## config.mk

```make
export PLATFORM = sky130hd
export DESIGN_NAME = msb_first_bit_packer_top
export DESIGN_NICKNAME = d
export VERILOG_FILES = /design/src/rtl/mbp_pkg.sv /design/src/rtl/msb_first_bit_packer_top.sv /design/src/rtl/mbp_pack.sv /design/src/rtl/mbp_out_queue.sv
export SDC_FILE = /design/constraint.sdc
export NUM_CORES = 1
export LEC_CHECK = 0
export BUFFER_PORTS_ARGS = -buffer_cell sky130_fd_sc_hd__buf_2
export CAP_MARGIN = 10
export CORE_ASPECT_RATIO = 0.75
export CORE_UTILIZATION = 55
export DETAILED_ROUTE_END_ITERATION = 8
export PLACE_DENSITY = 0.72
export SYNTH_ARGS = -nofsm -noshare
export SYNTH_HDL_FRONTEND = slang
export SYNTH_SLANG_ARGS = --single-unit
```

## constraint.sdc

```tcl
create_clock -name clk -period 5.9 [get_ports clk]
set_input_delay 0 -clock clk [delete_from_list [all_inputs] [get_ports clk]]
set_output_delay 0 -clock clk [all_outputs]
set_load 0.05 [all_outputs]
```

## src/rtl/mbp_pkg.sv

```systemverilog
// mbp_pkg: shared types and constants for the msb-first bit packer
// no dependencies; imported by every module under rtl

package mbp_pkg;

    // byte geometry
    localparam int BYTE_W  = 8;
    localparam int COUNT_W = 4;
    localparam int FILL_W  = 3;

    // full-byte bit count
    localparam logic [COUNT_W-1:0] FULL_BITS = 4'd8;

    // result queue geometry
    localparam int QDEPTH = 4;
    localparam int QPTR_W = $clog2(QDEPTH);
    localparam int QCNT_W = $clog2(QDEPTH + 1);

    // one input transaction
    typedef struct packed {
        logic [BYTE_W-1:0]  data_bits;
        logic [COUNT_W-1:0] num_bits;
        logic               right_aligned;
        logic               flush;
    } item_t;

    // one result transaction
    typedef struct packed {
        logic [BYTE_W-1:0]  out_byte;
        logic [COUNT_W-1:0] out_bits;
        logic               last;
    } result_t;

    // up to two results produced by one item, in order
    typedef struct packed {
        logic    valid0;
        logic    valid1;
        result_t res0;
        result_t res1;
    } push_t;

endpackage

```

## src/rtl/msb_first_bit_packer_top.sv

```systemverilog
// msb_first_bit_packer_top: input register, packer and result queue
// depends on mbp_pkg, mbp_pack, mbp_out_queue
//
//   channel | direction | handshake            | payload
//   input   | in        | in_valid / in_ready  | data_bits, num_bits, right_aligned, flush
//   output  | out       | out_valid / out_ready| out_byte, out_bits, last
//
// one input transaction a cycle while the queue has room for two results; each
// passes the input register, then the result queue, before its earliest result
// an item with two results occupies the output port for each result in turn,
// so the output port sets the sustained rate of results delivered
// reset clears the packing state, the input register's valid flag and the queue
// input stalls when the input register is held and the queue has fewer than two free slots

module msb_first_bit_packer_top (
    input  logic       clk,
    input  logic       rst_n,
    input  logic       in_valid,
    output logic       in_ready,
    input  logic [7:0] data_bits,
    input  logic [3:0] num_bits,
    input  logic       right_aligned,
    input  logic       flush,
    output logic       out_valid,
    input  logic       out_ready,
    output logic [7:0] out_byte,
    output logic [3:0] out_bits,
    output logic       last
);
    import mbp_pkg::*;

    logic    item_valid_reg, item_valid_next;
    item_t   item_reg;
    logic    room;
    logic    advance;
    push_t   push;
    result_t head;

    // input register moves on when the queue can take two results
    assign advance  = item_valid_reg && room;
    assign in_ready = !item_valid_reg || advance;

    always_comb
    begin
        item_valid_next = item_valid_reg;
        if (in_valid && in_ready)
        begin
            item_valid_next = 1'b1;
        end
        else if (advance)
        begin
            item_valid_next = 1'b0;
        end
    end

    always_ff @(posedge clk or negedge rst_n)
    begin
        if (!rst_n)
        begin
            item_valid_reg <= 1'b0;
        end
        else
        begin
            item_valid_reg <= item_valid_next;
        end
    end

    // payload capture
    always_ff @(posedge clk)
    begin
        if (in_valid && in_ready)
        begin
            item_reg.data_bits     <= data_bits;
            item_reg.num_bits      <= num_bits;
            item_reg.right_aligned <= right_aligned;
            item_reg.flush         <= flush;
        end
    end

    // packing logic
    mbp_pack u_pack (
        .clk     (clk),
        .rst_n   (rst_n),
        .advance (advance),
        .item    (item_reg),
        .push    (push)
    );

    // result queue
    mbp_out_queue u_queue (
        .clk       (clk),
        .rst_n     (rst_n),
        .push      (push),
        .room      (room),
        .out_valid (out_valid),
        .out_ready (out_ready),
        .head      (head)
    );

    assign out_byte = head.out_byte;
    assign out_bits = head.out_bits;
    assign last     = head.last;

endmodule

```

## src/rtl/mbp_pack.sv

```systemverilog
// mbp_pack: packing logic and the partial byte / fill count state
// depends on mbp_pkg

module mbp_pack (
    input  logic          clk,
    input  logic          rst_n,
    input  logic          advance,
    input  mbp_pkg::item_t item,
    output mbp_pkg::push_t push
);
    import mbp_pkg::*;

    logic [BYTE_W-1:0]  partial_reg, partial_next;
    logic [FILL_W-1:0]  fill_reg, fill_next;

    logic [COUNT_W-1:0] n;
    logic [15:0]        top_mask;
    logic [15:0]        shifted_src;
    logic [15:0]        spill;
    logic [BYTE_W-1:0]  v;
    logic [BYTE_W-1:0]  merged;
    logic [COUNT_W-1:0] total;
    logic [BYTE_W-1:0]  mid_partial;
    logic [FILL_W-1:0]  mid_fill;
    logic               full_out;

    // saturate count and line up the valid bits at the top
    always_comb
    begin
        n           = (item.num_bits > FULL_BITS) ? FULL_BITS : item.num_bits;
        top_mask    = 16'hFF00 >> n;
        shifted_src = {8'd0, item.data_bits} << (FULL_BITS - n);
        if ((n < FULL_BITS) && item.right_aligned)
        begin
            v = shifted_src[7:0];
        end
        else
        begin
            v = item.data_bits & top_mask[7:0];
        end
    end

    // append to the held bits, split off a completed byte
    always_comb
    begin
        merged      = partial_reg | (v >> fill_reg);
        total       = {1'b0, fill_reg} + n;
        spill       = {8'd0, v} << (FULL_BITS - {1'b0, fill_reg});
        full_out    = 1'b0;
        mid_partial = partial_reg;
        mid_fill    = fill_reg;
        if (n != '0)
        begin
            if (total >= FULL_BITS)
            begin
                full_out    = 1'b1;
                mid_partial = spill[7:0];
                mid_fill    = FILL_W'(total - FULL_BITS);
            end
            else
            begin
                mid_partial = merged;
                mid_fill    = total[FILL_W-1:0];
            end
        end
    end

    // results and next state, flush emits the padded partial byte
    always_comb
    begin
        push               = '0;
        push.res0.out_byte = merged;
        push.res0.out_bits = FULL_BITS;
        push.res1.out_byte = mid_partial;
        push.res1.out_bits = {1'b0, mid_fill};
        partial_next       = partial_reg;
        fill_next          = fill_reg;
        if (advance)
        begin
            partial_next = mid_partial;
            fill_next    = mid_fill;
            if (item.flush && (mid_fill != '0))
            begin
                partial_next = '0;
                fill_next    = '0;
                if (full_out)
                begin
                    push.valid0    = 1'b1;
                    push.valid1    = 1'b1;
                    push.res1.last = 1'b1;
                end
                else
                begin
                    // partial byte alone goes in the first slot
                    push.valid0    = 1'b1;
                    push.res0      = push.res1;
                    push.res0.last = 1'b1;
                end
            end
            else if (full_out)
            begin
                push.valid0    = 1'b1;
                push.res0.last = 1'b1;
            end
        end
    end

    // packing state
    always_ff @(posedge clk or negedge rst_n)
    begin
        if (!rst_n)
        begin
            partial_reg <= '0;
            fill_reg    <= '0;
        end
        else
        begin
            partial_reg <= partial_next;
            fill_reg    <= fill_next;
        end
    end

    // a second result only follows a first one
    a_second_needs_first: assert property (@(posedge clk) disable iff (!rst_n)
        push.valid1 |-> push.valid0)
        else $error("second result without first");

    // with two results, the first is a full byte and only the second is last
    a_two_order: assert property (@(posedge clk) disable iff (!rst_n)
        push.valid1 |-> (push.res0.out_bits == FULL_BITS) && !push.res0.last
                        && push.res1.last)
        else $error("bad ordering of two results");

    // a flush item leaves nothing held
    a_flush_clears: assert property (@(posedge clk) disable iff (!rst_n)
        (advance && item.flush) |=> (fill_reg == '0) && (partial_reg == '0))
        else $error("flush left bits held");

endmodule

```

## src/rtl/mbp_out_queue.sv

```systemverilog
// mbp_out_queue: small result queue, takes up to two results, gives one
// depends on mbp_pkg

module mbp_out_queue (
    input  logic            clk,
    input  logic            rst_n,
    input  mbp_pkg::push_t  push,
    output logic            room,
    output logic            out_valid,
    input  logic            out_ready,
    output mbp_pkg::result_t head
);
    import mbp_pkg::*;

    result_t            mem_reg [QDEPTH];
    logic [QPTR_W-1:0]  wr_ptr_reg, wr_ptr_next;
    logic [QPTR_W-1:0]  rd_ptr_reg, rd_ptr_next;
    logic [QCNT_W-1:0]  count_reg, count_next;
    logic               pop;
    logic [1:0]         n_push;

    // status and head of the queue
    assign out_valid = (count_reg != '0);
    assign room      = (count_reg <= QCNT_W'(QDEPTH - 2));
    assign head      = mem_reg[rd_ptr_reg];
    assign pop       = out_valid && out_ready;
    assign n_push    = {1'b0, push.valid0} + {1'b0, push.valid1};

    // pointer and count update
    always_comb
    begin
        wr_ptr_next = wr_ptr_reg + QPTR_W'(n_push);
        rd_ptr_next = rd_ptr_reg + QPTR_W'(pop);
        count_next  = count_reg + QCNT_W'(n_push) - QCNT_W'(pop);
    end

    always_ff @(posedge clk or negedge rst_n)
    begin
        if (!rst_n)
        begin
            wr_ptr_reg <= '0;
            rd_ptr_reg <= '0;
            count_reg  <= '0;
        end
        else
        begin
            wr_ptr_reg <= wr_ptr_next;
            rd_ptr_reg <= rd_ptr_next;
            count_reg  <= count_next;
        end
    end

    // storage, two write slots
    always_ff @(posedge clk)
    begin
        if (push.valid0)
        begin
            mem_reg[wr_ptr_reg] <= push.res0;
        end
        if (push.valid1)
        begin
            mem_reg[wr_ptr_reg + QPTR_W'(1)] <= push.res1;
        end
    end

    // never more entries than slots
    a_no_overflow: assert property (@(posedge clk) disable iff (!rst_n)
        count_reg <= QCNT_W'(QDEPTH))
        else $error("queue overflow");

    // pushes only arrive with room for two
    a_push_room: assert property (@(posedge clk) disable iff (!rst_n)
        push.valid0 |-> room)
        else $error("push without room");

    // count tracks pushes and pops
    a_count_track: assert property (@(posedge clk) disable iff (!rst_n)
        1'b1 |=> count_reg == $past(count_reg) + QCNT_W'($past(n_push))
                              - QCNT_W'($past(pop)))
        else $error("queue count mismatch");

endmodule
```

* Yosys cells after proc, flatten, opt, wreduce, memory -nomap -nowiden *
Memory sizes are Yosys's and may differ from the RTL's.
Index checks and enable logic that the tools add are counted.

cells by class
  $add $sub $neg = 10
  order comparisons = 4
  shift-type cells = 4
  multiplexer cells = 24
  bitwise operators = 2
  reduce and logical (&&, ||, !) cells = 11

operators with widths
  kind                                                  count
  2-to-1 mux 8 bit                                      4
  2-to-1 mux 13 bit                                     2
  << shifter 8 x 4 -> 8 bit                             2
  >> shifter 16 x 4 -> 8 bit, first input constant      1
  2-to-1 mux 15 bit                                     1
  2-to-1 mux 1 bit                                      13
  2-to-1 mux 3 bit                                      3
  AND 8 bit                                             1
  bitwise OR 8 bit                                      1
  >> shifter 8 x 3 -> 8 bit                             1
  nonzero test 3 bit                                    2
  logical AND 1 bit                                     5
  adder 3 x 4 -> 4 bit                                  1
  >= comparator 4 bit, second input constant            1
  greater-than comparator 4 bit, second input constant  1
  < comparator 4 bit, second input constant             1
  2-to-1 mux 4 bit                                      1
  nonzero test 4 bit                                    1
  subtractor 4 x 3 -> 4 bit, first input constant       1
  subtractor 4 bit, first input constant                1
  adder 3 x 2 -> 3 bit                                  1
  <= comparator 3 x 2 -> 1 bit, second input constant   1
  subtractor 3 x 1 -> 3 bit                             1
  subtractor 3 x 1 -> 3 bit, second input constant      1
  other kinds (7)                                       7

storage, ports and cells
  register bits = 33
  memory bits (writable) = 52
  bits of input ports = 18
  memories kept = 1

memory list
  name             depth  width  read ports  clocked after memory_dff  write ports  line                 RTL
  u_queue.mem_reg  4      13     1           0                         2            mbp_out_queue.sv:15  result_t mem_reg [QDEPTH];

* Depth between registers and ports, before layout *
  word-level depth = 15
  gate-level depth with buffers = 20
  gate-level depth less buffers = 18

* By module *
From an unflattened synthesis, not the netlist that was laid out.

unflattened totals
  cell total of the unflattened synthesis = 498
  area total of the unflattened synthesis = 5760.5 µm²

by module, submodules not included
  module                    times used  cells an instance  area an instance (µm²)
  mbp_out_queue             1           163                2906.5
  mbp_pack                  1           316                2373.5
  msb_first_bit_packer_top  1           19                 480.5

* Least setup slack after synthesis *
Ideal clock, no wire load.

  path kind = reg2reg
  start point = register item_reg[5] in the netlist's numbering
  end point = register u_queue.count_reg[2]
  data arrival time = 3925 ps
  path slack = 1853 ps
  cell stages (with the launch flop) = 18
  path buffers = 2
  cell sequence = edfxtp_1 buf_2 buf_2 inv_1 nand2_1 ha_1 nor3b_2 mux2_2 a31oi_1 inv_1 ha_1 nor2_1 ha_1 inv_1 ha_1 inv_1 fa_1 xnor2_1

on the way
  cells in the longest elaborated chain, start to end = 13
  elaborated cells on any way between the ends = 19

ends and longest elaborated chain
  element                                                                  line                            RTL
  start: declaration                                                       msb_first_bit_packer_top.sv:33  item_t item_reg;
  greater-than comparator 4 bit                                            mbp_pack.sv:30                  n = (item.num_bits > FULL_BITS) ? FULL_BITS : item.num_bits;
  2-to-1 mux 4 bit *                                                       mbp_pack.sv:30
  adder 3 x 4 -> 4 bit                                                     mbp_pack.sv:47                  total = {1'b0, fill_reg} + n;
  >= comparator 4 bit / subtractor 3 x 1 -> 3 bit (equally long branches)  mbp_pack.sv:54, mbp_pack.sv:58
  2-to-1 mux 3 bit                                                         mbp_pack.sv:54                  if (total >= FULL_BITS)
  2-to-1 mux 3 bit                                                         mbp_pack.sv:52                  if (n != '0)
  nonzero test 3 bit                                                       mbp_pack.sv:82                  if (item.flush && (mid_fill != '0))
  logical AND 1 bit                                                        mbp_pack.sv:82
  2-to-1 mux 1 bit / 2-to-1 mux 13 bit (equally long branches)             mbp_pack.sv:82
  2-to-1 mux 15 bit *                                                      mbp_pack.sv:78                  if (advance)
  adder 1 x 1 -> 2 bit *                                                   mbp_out_queue.sv:27             assign n_push = {1'b0, push.valid0} + {1'b0, push.valid1};
  adder 3 x 2 -> 3 bit *                                                   mbp_out_queue.sv:34             count_next = count_reg + QCNT_W'(n_push) - QCNT_W'(pop);
  subtractor 3 x 1 -> 3 bit *                                              mbp_out_queue.sv:34
  named net u_queue.count_next[2]                                          mbp_out_queue.sv:18             logic [QCNT_W-1:0] count_reg, count_next;
  end signal: assignment                                                   mbp_out_queue.sv:49             count_reg <= count_next;
  end: declaration                                                         mbp_out_queue.sv:18

Mark *: on every way through the listed nets, which the timed path passes. The rest lies on a longest branch.
A chain may end at the register's enable or synchronous reset.

==> flow_summary.ini <==
[final_layout]
drive_gt1_share_pct = 15.0
final_nets = 579
largest_reg_flops = 52
area_growth_pct = 12.5
diodes = 0

[timing]
finalCritPeriodShare_pct = 84.1
skew_ns = 0.0116
fin_ws_ns = 0.938
worstMarginPinSlew_ns = 0.868
rsz0062_at_grt = false
fin_tns_setup_ns = 0
finalHoldViolations = 0
relSlewSlack_pct = 42.1
setup_violations = 0
slew_violations = 0
min_period_ns = 4.96
timing.fmax_mhz = 202

[power]
total_power_mw = 3.44
vdd_drop_max_mv = 0.364
clkPwrFrac_pct = 15.2
p_switching_mw = 1.67
internal_power_mw = 1.77
power_density_mw_per_mm2 = 578
p_comb_share_pct = 54.2
p_sw_share_pct = 48.5
p_seq_share_pct = 30.5
leakage_nw = 2.21

[clock_tree]
clk_latency_ns = 0.34
h-tree-depth = 3
root_buffer = clkbuf_16
cts_resized = 0
cts.path.max_buffers = 2
clock-sinks = 85
cts_buffers = 9
clkTransAtPathRegs_ns = 0.06
tritoncts = yes
postCtsSetupRepairBufs = 0

[yosys]
yosys.area.top_type_share_pct = 35.2
synth_flop_cell = edfxtp_1
ys_top_cells_by_area = edfxtp_1, dfrtp_1, mux4_2
yosysUniqueCellTypes = 75
synthArstFlopShare_pct = 22.4
ys_ff_latch = 85
syn-num-nets = 542
netlist_instances = 504
synth_commonest_cells = edfxtp_1, nor2_1, nand2_1, o22ai_1, a21oi_1
yosysWarnings = 0
ys_seq_area_share_pct = 45.7
yosysTopAreaCell = edfxtp_1
yosys.cell_count.top_type = edfxtp_1
syn_area_per_cell_um2 = 10.5
synth_area_mm2 = 0.00529
synth_edf_count = 62

[drt]
routedWlPerCell_um = 20.2
vias = 4385
drt_iter0_drc = 601
drt_first_pass_iters = 5
wl_um = 13600
postRouteAntennaNets = 0
drc = 0
avgViaCountPerCell = 6.51

[critical_path]
cpLargestDelayFamily = simple AND/OR/NAND/NOR gates
cp.arrival_ns = 4.94
crit_fanout = 17
cp.required_ns = 5.87
path_class = flip-flop to flip-flop
path_cells = inv_1 -> nand2_1 -> ha_1 -> nor3b_2 -> mux2_2 -> a31oi_1 -> inv_1 -> ha_1 -> nor2_1 -> nand3_1 -> nand2_1
cpPeakStageDelay_ns = 0.72
worstSetupStartpointType = flip-flop
critPathSlowestCell = edfxtp_1
cp_num_buf_inv = 2
endpoint_kind = flip-flop

[global_routing]
grt_pass1_wl_um = 21900
grt_use_total_pct = 29.4
grt_pass1_vias = 4149
grt-ovfl-total = 0
grt_max_degree = 25
antenna_found_initial = 0

[run_status]
status = complete, no violations

[floorplanning]
rows = 30
core-area_mm2 = 0.00920
io_pins = 33
die_h_um = 87.0
start_util_pct = 57.6
die_w_um = 115
die_area_mm2 = 0.0100

[placement]
port_buffers = 32
hpwl_um = 10100
dp_slack_ns = 1.03
gp_congestion = 0.979

[hold_path]
hold_class = input pin to flip-flop

[job]
drv_cap = 0
==> layout by cell type, fill, tap and decap left out, types with 14 or more instances in the layout <==
master	synthesis	layout
edfxtp_1	62	62
nor2_1	48	48
nand2_1	40	40
buf_2	10	32
o22ai_1	27	27
a21oi_1	23	23
inv_1	21	21
o21ai_0	20	20
dfrtp_1	19	19
ha_1	18	18
dlygate4sd3_1	0	16
mux4_2	15	15
a211oi_1	14	14
==> per-stage QoR <==
stage          area, um2  util (%)  instances  hold WS (ns)
2_1_floorplan       5290         -        504        -0.296
3_3_place_gp        5520      60.0        642       -0.0293
3_5_place_dp        5520      60.0        642       -0.0152
4_1_cts             5950      64.7        674        0.0492
5_1_grt             5950      64.7        674        0.0756
6_report            5950      64.7        674        0.0395
==> path summary, 6_finish.rpt <==
check,from,endpoint,slack (ns),cells after the start
worst max register to register,item_reg[5],u_queue.mem_reg[3][11],0.94,11
worst min-delay path,out_ready,u_queue.rd_ptr_reg[0],0.04,3
max in group asynchronous,rst_n,u_queue.rd_ptr_reg[0],5.40,2
worst min register to register,u_queue.mem_reg[3][4],u_queue.mem_reg[3][4],0.50,2
min in group asynchronous,rst_n,u_pack.partial_reg[2],0.17,2
worst max-delay path,item_reg[5],u_queue.mem_reg[3][11],0.94,11
==> worst min-delay path: cells and delay by family <==
kind	cells	cell delay (ns)
and+or+nand+nor	1	0.15
adders and majority gates	1	0.13
buffers and inverters	1	0.07
==> layout make-up <==
class	instances	area, um2
clock buffer	11	243
clock inverter	5	35.0
fill	757	3240
inverter	24	90.1
multi-input combinational	372	2680
sequential	85	2420
tap	128	160
timing repair buffer	49	328
==> power by group through the flow <==
stage,sequential [mW],clock (mW),combinational [mW]
finish,1.05,0.524,1.87
global route,1.08,0.552,2.01
CTS,1.05,0.531,1.83
detailed placement,1.06,0,1.81
global placement,1.05,0,1.79
floorplan,0.930,0,1.51
==> metal layers <==
layer	part of all wire [%]	vias up	global-route usage, %
met3	11	14	10.1
li1	-	2032	-
met2	42	245	41.6
met5	0	-	0
met4	0.93	0	6.73
met1	46	2094	43.3
==> cell families after synthesis <==
logic type               count (synthesis)  share of synthesized area, %
AND/OR/NAND/NOR                        166                          16.0
AO/OA/AOI/OAI                          154                          20.0
flip-flops                              85                          45.7
buffers and inverters                   47                          3.71
multiplexers                            26                          8.67
adder cells (fa/ha/maj)                 20                          5.01
XOR/XNOR                                 6                         0.993
==> timing repair <==
action,CTS,global route
endpoints found under the hold margin,34,0
hold buffers,16,0
endpoints found under the setup margin,0,0
(Power assumes the default switching activity.)
